$ cat src/hw/rtl/rpn_pkg.sv
// ----------------------------------------------------------------------------
// rpn_pkg: shared constants of the postfix stack evaluator
// Stack sizing, data width, status codes and operator codes.
// ----------------------------------------------------------------------------
`default_nettype none

package rpn_pkg;

  // stack sizing
  localparam int unsigned StackDepth = 64;
  localparam int unsigned DepthW     = $clog2(StackDepth + 1);
  localparam int unsigned AddrW      = $clog2(StackDepth);
  localparam int unsigned DataW      = 32;

  // result status codes
  localparam logic [2:0] StatOk        = 3'd0;
  localparam logic [2:0] StatUnderflow = 3'd1;
  localparam logic [2:0] StatOverflow  = 3'd2;
  localparam logic [2:0] StatBadDepth  = 3'd3;
  localparam logic [2:0] StatDivZero   = 3'd4;

  // operator codes
  localparam logic [2:0] OpAdd = 3'd0;
  localparam logic [2:0] OpSub = 3'd1;
  localparam logic [2:0] OpMul = 3'd2;
  localparam logic [2:0] OpDiv = 3'd3;
  localparam logic [2:0] OpMod = 3'd4;
  localparam logic [2:0] OpAnd = 3'd5;
  localparam logic [2:0] OpOr  = 3'd6;
  localparam logic [2:0] OpXor = 3'd7;

  // token kinds
  localparam logic ReqPush = 1'b0;
  localparam logic ReqOper = 1'b1;

endpackage

`default_nettype wire

$ cat src/hw/rtl/rpn_ram.sv
// ----------------------------------------------------------------------------
// rpn_ram: generic single-write, single-read RAM
// One write port, one read port with registered read data.
// ----------------------------------------------------------------------------
`default_nettype none

module rpn_ram #(
  parameter int unsigned Width = 32,
  parameter int unsigned Depth = 64
) (
  input  wire logic                     clk_i,
  input  wire logic                     we_i,
  input  wire logic [$clog2(Depth)-1:0] waddr_i,
  input  wire logic [Width-1:0]         wdata_i,
  input  wire logic [$clog2(Depth)-1:0] raddr_i,
  output logic      [Width-1:0]         rdata_o
);

  logic [Width-1:0] mem_q [Depth];

  // write port and registered read
  always_ff @(posedge clk_i) begin
    if (we_i) begin
      mem_q[waddr_i] <= wdata_i;
    end
    rdata_o <= mem_q[raddr_i];
  end

endmodule

`default_nettype wire

$ cat src/hw/rtl/rpn_stack_evaluator_core.sv
// ----------------------------------------------------------------------------
// rpn_stack_evaluator_core: postfix integer expression evaluator
// Token-driven value stack with a shared ALU and a bit-serial divider.
// ----------------------------------------------------------------------------
// Takes one token per input beat and is not ready again until that token is
// done. A push passes through dispatch and finish; add, sub, and, or, xor and
// mul add an execute step that uses the registered read of the second operand
// from the stack RAM, and div or mod go on from there to the shared restoring
// divider, which retires one quotient bit per cycle, and then to a sign step.
// The top of stack lives in a register and the rest in the stack RAM. A last
// token loads the output register, and waits in its finish state while an
// earlier result beat is still unclaimed; new tokens are accepted while a
// result beat waits. The first error sticks until the last token, which
// reports it with answer 0 and then empties the stack. No clearing pass is
// needed after reset.
`default_nettype none

module rpn_stack_evaluator_core (
  input  wire logic               clk_i,
  input  wire logic               rst_ni,
  // token channel
  input  wire logic               in_valid_i,
  output logic                    in_ready_o,
  input  wire logic               req_type_i,
  input  wire logic signed [31:0] operand_value_i,
  input  wire logic        [2:0]  op_code_i,
  input  wire logic               last_token_i,
  // result channel
  output logic                    out_valid_o,
  input  wire logic               out_ready_i,
  output logic signed [31:0]      answer_o,
  output logic        [2:0]       status_o
);

  localparam int unsigned DW = rpn_pkg::DataW;
  localparam int unsigned NW = rpn_pkg::DepthW;
  localparam int unsigned AW = rpn_pkg::AddrW;

  typedef enum logic [2:0] {
    SIdle,
    SDispatch,
    SExec,
    SDiv,
    SSign,
    SFin
  } state_e;

  state_e          state_q;
  logic [NW-1:0]   depth_q;
  logic [2:0]      err_q;
  logic [DW-1:0]   tos_q;

  // latched token
  logic            req_q;
  logic [DW-1:0]   val_q;
  logic [2:0]      op_q;
  logic            last_q;

  // divider state
  logic [DW-1:0]   rem_q;
  logic [DW-1:0]   quo_q;
  logic [DW-1:0]   dvs_q;
  logic [4:0]      cnt_q;
  logic            neg_q;

  // output register
  logic            out_valid_q;
  logic [DW-1:0]   answer_q;
  logic [2:0]      status_q;

  // stack ram ports
  logic            ram_we;
  logic [AW-1:0]   ram_waddr;
  logic [AW-1:0]   ram_raddr;
  logic [DW-1:0]   ram_rdata;

  logic [DW-1:0]   alu_res;
  logic [DW-1:0]   mag_a;
  logic [DW-1:0]   mag_b;
  logic [DW:0]     rem_sh;
  logic [DW:0]     rem_diff;
  logic            rem_ge;
  logic            out_free;
  logic            fin_load;
  logic [2:0]      fin_status;

  assign in_ready_o  = (state_q == SIdle);
  assign out_valid_o = out_valid_q;
  assign answer_o    = $signed(answer_q);
  assign status_o    = status_q;
  assign out_free    = !out_valid_q || out_ready_i;
  assign fin_load    = (state_q == SFin) && last_q && out_free;

  // stack ram: entries below the top of stack
  assign ram_we    = (state_q == SDispatch) && (err_q == rpn_pkg::StatOk) &&
                     (req_q == rpn_pkg::ReqPush) &&
                     (depth_q != NW'(rpn_pkg::StackDepth)) && (depth_q != '0);
  assign ram_waddr = AW'(depth_q - NW'(1));
  assign ram_raddr = AW'(depth_q - NW'(2));

  rpn_ram #(
    .Width (DW),
    .Depth (rpn_pkg::StackDepth)
  ) u_stack_ram (
    .clk_i   (clk_i),
    .we_i    (ram_we),
    .waddr_i (ram_waddr),
    .wdata_i (tos_q),
    .raddr_i (ram_raddr),
    .rdata_o (ram_rdata)
  );

  // shared alu: a from ram, b from top of stack
  always_comb begin
    case (op_q)
      rpn_pkg::OpAdd: alu_res = ram_rdata + tos_q;
      rpn_pkg::OpSub: alu_res = ram_rdata - tos_q;
      rpn_pkg::OpMul: alu_res = ram_rdata * tos_q;
      rpn_pkg::OpAnd: alu_res = ram_rdata & tos_q;
      rpn_pkg::OpOr:  alu_res = ram_rdata | tos_q;
      rpn_pkg::OpXor: alu_res = ram_rdata ^ tos_q;
      default:        alu_res = ram_rdata ^ tos_q;
    endcase
  end

  // operand magnitudes for the divider
  assign mag_a = ram_rdata[DW-1] ? (DW'(0) - ram_rdata) : ram_rdata;
  assign mag_b = tos_q[DW-1] ? (DW'(0) - tos_q) : tos_q;

  // one restoring divide step
  assign rem_sh   = {rem_q, quo_q[DW-1]};
  assign rem_diff = rem_sh - {1'b0, dvs_q};
  assign rem_ge   = !rem_diff[DW];

  // final status of an expression
  always_comb begin
    if (err_q != rpn_pkg::StatOk) begin
      fin_status = err_q;
    end else if (depth_q != NW'(1)) begin
      fin_status = rpn_pkg::StatBadDepth;
    end else begin
      fin_status = rpn_pkg::StatOk;
    end
  end

  // sequencer, stack control and output register
  always_ff @(posedge clk_i or negedge rst_ni) begin
    if (!rst_ni) begin
      state_q     <= SIdle;
      depth_q     <= '0;
      err_q       <= rpn_pkg::StatOk;
      out_valid_q <= 1'b0;
    end else begin
      // result beat held until claimed
      if (fin_load) begin
        out_valid_q <= 1'b1;
      end else if (out_valid_q && out_ready_i) begin
        out_valid_q <= 1'b0;
      end
      case (state_q)
        SIdle: begin
          if (in_valid_i) begin
            req_q   <= req_type_i;
            val_q   <= operand_value_i;
            op_q    <= op_code_i;
            last_q  <= last_token_i;
            state_q <= SDispatch;
          end
        end
        SDispatch: begin
          state_q <= SFin;
          if (err_q == rpn_pkg::StatOk) begin
            if (req_q == rpn_pkg::ReqPush) begin
              if (depth_q == NW'(rpn_pkg::StackDepth)) begin
                err_q <= rpn_pkg::StatOverflow;
              end else begin
                tos_q   <= val_q;
                depth_q <= depth_q + NW'(1);
              end
            end else if (depth_q < NW'(2)) begin
              err_q <= rpn_pkg::StatUnderflow;
            end else begin
              state_q <= SExec;
            end
          end
        end
        SExec: begin
          state_q <= SFin;
          if (op_q == rpn_pkg::OpDiv || op_q == rpn_pkg::OpMod) begin
            if (tos_q == '0) begin
              err_q <= rpn_pkg::StatDivZero;
            end else begin
              rem_q   <= '0;
              quo_q   <= mag_a;
              dvs_q   <= mag_b;
              cnt_q   <= '0;
              neg_q   <= (op_q == rpn_pkg::OpDiv) ? (ram_rdata[DW-1] ^ tos_q[DW-1])
                                                  : ram_rdata[DW-1];
              state_q <= SDiv;
            end
          end else begin
            tos_q   <= alu_res;
            depth_q <= depth_q - NW'(1);
          end
        end
        SDiv: begin
          rem_q <= rem_ge ? rem_diff[DW-1:0] : rem_sh[DW-1:0];
          quo_q <= {quo_q[DW-2:0], rem_ge};
          cnt_q <= cnt_q + 5'd1;
          if (cnt_q == 5'd31) begin
            state_q <= SSign;
          end
        end
        SSign: begin
          if (op_q == rpn_pkg::OpDiv) begin
            tos_q <= neg_q ? (DW'(0) - quo_q) : quo_q;
          end else begin
            tos_q <= neg_q ? (DW'(0) - rem_q) : rem_q;
          end
          depth_q <= depth_q - NW'(1);
          state_q <= SFin;
        end
        SFin: begin
          if (!last_q) begin
            state_q <= SIdle;
          end else if (out_free) begin
            status_q    <= fin_status;
            answer_q    <= (fin_status == rpn_pkg::StatOk) ? tos_q : '0;
            depth_q     <= '0;
            err_q       <= rpn_pkg::StatOk;
            state_q     <= SIdle;
          end
        end
        default: begin
          state_q <= SIdle;
        end
      endcase
    end
  end

  // an error result never carries a value
  assert property (@(posedge clk_i) disable iff (!rst_ni)
    (out_valid_o && status_o != rpn_pkg::StatOk) |-> (answer_o == '0))
    else $error("error result with nonzero answer");

  // a sticky error holds until a last token reports it
  assert property (@(posedge clk_i) disable iff (!rst_ni)
    (err_q != rpn_pkg::StatOk && !(state_q == SFin && last_q)) |=>
      (err_q == $past(err_q)))
    else $error("sticky error changed before the result");

  // the stack never grows past its size
  assert property (@(posedge clk_i) disable iff (!rst_ni)
    (depth_q <= NW'(rpn_pkg::StackDepth)))
    else $error("stack depth out of range");

  // a token beat is followed by a busy cycle
  assert property (@(posedge clk_i) disable iff (!rst_ni)
    (in_valid_i && in_ready_o) |=> (!in_ready_o && state_q == SDispatch))
    else $error("token beat not dispatched");

endmodule

`default_nettype wire
$ cat config.mk
export PLATFORM = sky130hd
export DESIGN_NAME = rpn_stack_evaluator_core
export DESIGN_NICKNAME = d
export VERILOG_FILES = /design/src/hw/rtl/rpn_pkg.sv /design/src/hw/rtl/rpn_ram.sv /design/src/hw/rtl/rpn_stack_evaluator_core.sv
export SDC_FILE = /design/constraint.sdc
export NUM_CORES = 2
export LEC_CHECK = 0
export ABC_CLOCK_PERIOD_IN_PS = 7300
export BUFFER_PORTS_ARGS = -buffer_cell sky130_fd_sc_hd__buf_2
export CORE_MARGIN = 3
export CORE_UTILIZATION = 40
export CTS_CLUSTER_SIZE = 20
export DETAILED_ROUTE_END_ITERATION = 12
export PLACE_DENSITY = 0.59
export SLEW_MARGIN = 30
export SYNTH_ARGS = -nofsm -noshare
export SYNTH_HDL_FRONTEND = slang
export SYNTH_SLANG_ARGS = --single-unit
$ cat constraint.sdc
create_clock -name clk_i -period 7.3 [get_ports clk_i]
set_input_delay 1.46 -clock clk_i [delete_from_list [all_inputs] [get_ports clk_i]]
set_output_delay 1.46 -clock clk_i [all_outputs]
set_load 0.005 [all_outputs]
==> flow_summary.toml <==
[worst_setup_path]
crit_path_end_kind = "flip-flop"
critical_path_class = "reg2reg"
reg2reg_from = "tos_q[7]"
critical_path.startpoint_type = "flip-flop"
worst-endpoint-required_ns = 7.86
ff2ff_setup_slack_ns = 0.03
setup.worst_path.start = "tos_q[7]"
worstPathMaxFanout = 8
crit_path_max_incr_delay_ns = 0.54
cp_common_cell = "fa_1"
critPathArrivalTime_ns = 7.83
critPathSlowestCell = "fa_1"

[global_route]
overall_global_routing_resource_usage = 0.248
initial_antenna_violation_count = 20
grt_max_degree = 120
globalRoute.totalOverflow = 0
grt_first_pass_wirelength_microns = 499000
first_global_vias = 65371

[yosys]
synth_edf_count = 2254
synthTopCellsByCount = "edfxtp_1, mux4_2, nor2_1, inv_1, nand2_1"
synth.largest_area_cell = "edfxtp_1"
number_of_register_bits_inferred_by_synthesis = 2300
synth.net_count = 7453
synth_xor_area_frac = 0.0199
synth.yosys.seq_area_share = 0.619
postSynth.asyncResetShare = 0.00609
postSynthAreaPerCell_sq_um = 16.5
netlist.area_leader.share = 0.610
synth_area_leaders = "edfxtp_1, mux4_2, fa_1"
ys_types = 88
post-synth-top-count-cell = "edfxtp_1"
synthMuxAreaShare = 0.140
fraction_of_the_mapped_netlist_area_in_adder_cells = 0.104
yosys_most_used_dff = "edfxtp_1"
synth_compound_gate_area_share = 0.0389
synth_cells = 6739
yosys.area_share.simple = 0.0497
yosysWarningCount = 0
synth_area_sq_um = 111000
synth_top_family_by_area = "multiplexers"

[layout]
fill_cells = 23544
final_net_count = 7945
area_growth_syn_to_layout_pct = 15.3
final_layout_size_suffix_gt1_frac = 0.247
design_area_sq_um = 128000

[detailed_routing]
vias = 65305
drt-initial-drc-count = 7733
routed_via_density = 5.88
route.detailed.drc = 0
wirelength_microns = 356000
post_route_ant_nets = 0
wl_per_cell_microns = 32.0
detail_route.first_pass.iterations = 6

[floorplanning]
die_width_microns = 533
rows = 192
floorplan.initialDensity = 0.404
io_pins = 78
dieHeight_microns = 533
standard_cell_core_area_sq_um = 275000
die_area_sq_um = 284000

[place]
port_buffers = 77
place_hpwl_microns = 233000
finalWeightedCongestion = 1.00
placedInstanceArea_sq_um = 120000
place_ws_ns = -0.128

[timing]
final.setup.worst_slack_ns = 0.0300
timing.fmax_mhz = 138
slew_headroom = 0.303
period_minus_slack_ns = 7.27
grt_setup_unrepaired = "yes"
setup-tns-final_ns = 0
setup_viol_count_final = 0
finalMaxSlewViolations = 0
tightestPinTransition_ns = 1.04
timing_hold_violations_final = 0
final_min_period_over_clock_period = 0.996
holdWs_ns = 0.470
finalClockSkew_ns = 0.113

[clocking]
cts.root.buffer_cell = "clkbuf_16"
cts_tree = "yes"
cts-htree-levels = 4
clk_pin_slew_worst_paths_ns = 0.07
insertion_delay_ns = 0.92
numClockSinks = 2300
numCtsBuffers = 233
clock_tree.buffer_depth = 4
holdBufCountCts = 0

[job]
max_cap_viol_count = 0

[outcome]
outcome = "completed"

[hold_path]
hp-start = "err_q[2]"
worst_hold_path_type = "reg2reg"
## stage by stage
stage,std cells,utilization
finish,11108,0.466
global placement,10605,0.435
CTS,11071,0.463
global route,11094,0.465
floorplan,6739,-
detailed placement,10616,0.436
## critical path: cells and delay by family (launching register included)
| kind | cells | cell delay, ns |
|---|---|---|
| buf+inv | 8 | 0.88 |
| fa+ha+maj | 9 | 4.24 |
| simple gates | 6 | 0.63 |
| compound gates | 4 | 0.73 |
| flops | 1 | 0.48 |
## registers in the layout, indices dropped and copies added, names as in the netlist, 5 cells and up
name,cells
tos_q,32
depth_q,7
val_q,32
cnt_q,5
u_stack_ram.rdata_o,32
u_stack_ram.mem_q,2048
rem_q,32
answer_o,32
quo_q,32
dvs_q,32
## kinds of logic (layout without fill, tap and decap cells)
| family | after synthesis | count (layout) |
|---|---|---|
| flops | 2300 | 2300 |
| simple gates | 1266 | 1266 |
| buf+inv | 858 | 1527 |
| mux | 714 | 714 |
| compound gates | 676 | 676 |
| fa+ha+maj | 673 | 673 |
| xor+xnor | 252 | 252 |
| other cells | 0 | 14 |
## timing repair
action / 4_1_cts / 5_1_grt
pin swaps: 24 / 46
gates resized for setup: 34 / 75
setup buffers: 42 / 18
endpoints found under the setup margin: 5 / 11
cloned: 1 / 1
## area by class of cell
cell class | instances | area (sq um) | share of cell area
repair inverters | 1 | 8.76 | 0.0000685
flip-flops and latches | 2300 | 68700 | 0.537
clock inverters | 121 | 903 | 0.00706
repair buffers | 614 | 5430 | 0.0424
inverters | 500 | 1930 | 0.0151
diodes | 14 | 35.0 | 0.000274
clock buffers | 291 | 6090 | 0.0476
multi-input cells | 3581 | 40200 | 0.314
well taps | 3686 | 4610 | 0.0360
## cell usage in the layout (no fill, tap or decap), types with 77 or more instances in the layout
master and n:
a21oi_1 144, buf_2 77, buf_4 451, clkbuf_16 235, edfxtp_1 2254, fa_1 396
ha_1 244, inv_1 462, mux4_2 669, nand2_1 453, nor2_1 407, o21ai_0 192
xnor2_1 193
## path summary, 6_finish.rpt
kind / to / cells past startpoint
hold / removal: status_o[2] / 0
min in group asynchronous: out_valid_o / 1
hold reg to reg: status_o[2] / 0
setup / recovery: tos_q[29] / 27
max in group asynchronous: depth_q[0] / 1
setup reg to reg: tos_q[29] / 27
## routing by layer
layer  up-vias  wire length [microns]  track usage
met5         -                     13            0
met4         2                  17700        0.106
li1      26567                      -            -
met1     34715                 144000        0.345
met2      3298                 163000        0.383
met3       723                  31100       0.0461
Power is not shown: default switching activity piles up to over one toggle a cycle in this logic, so the estimate is an artifact.
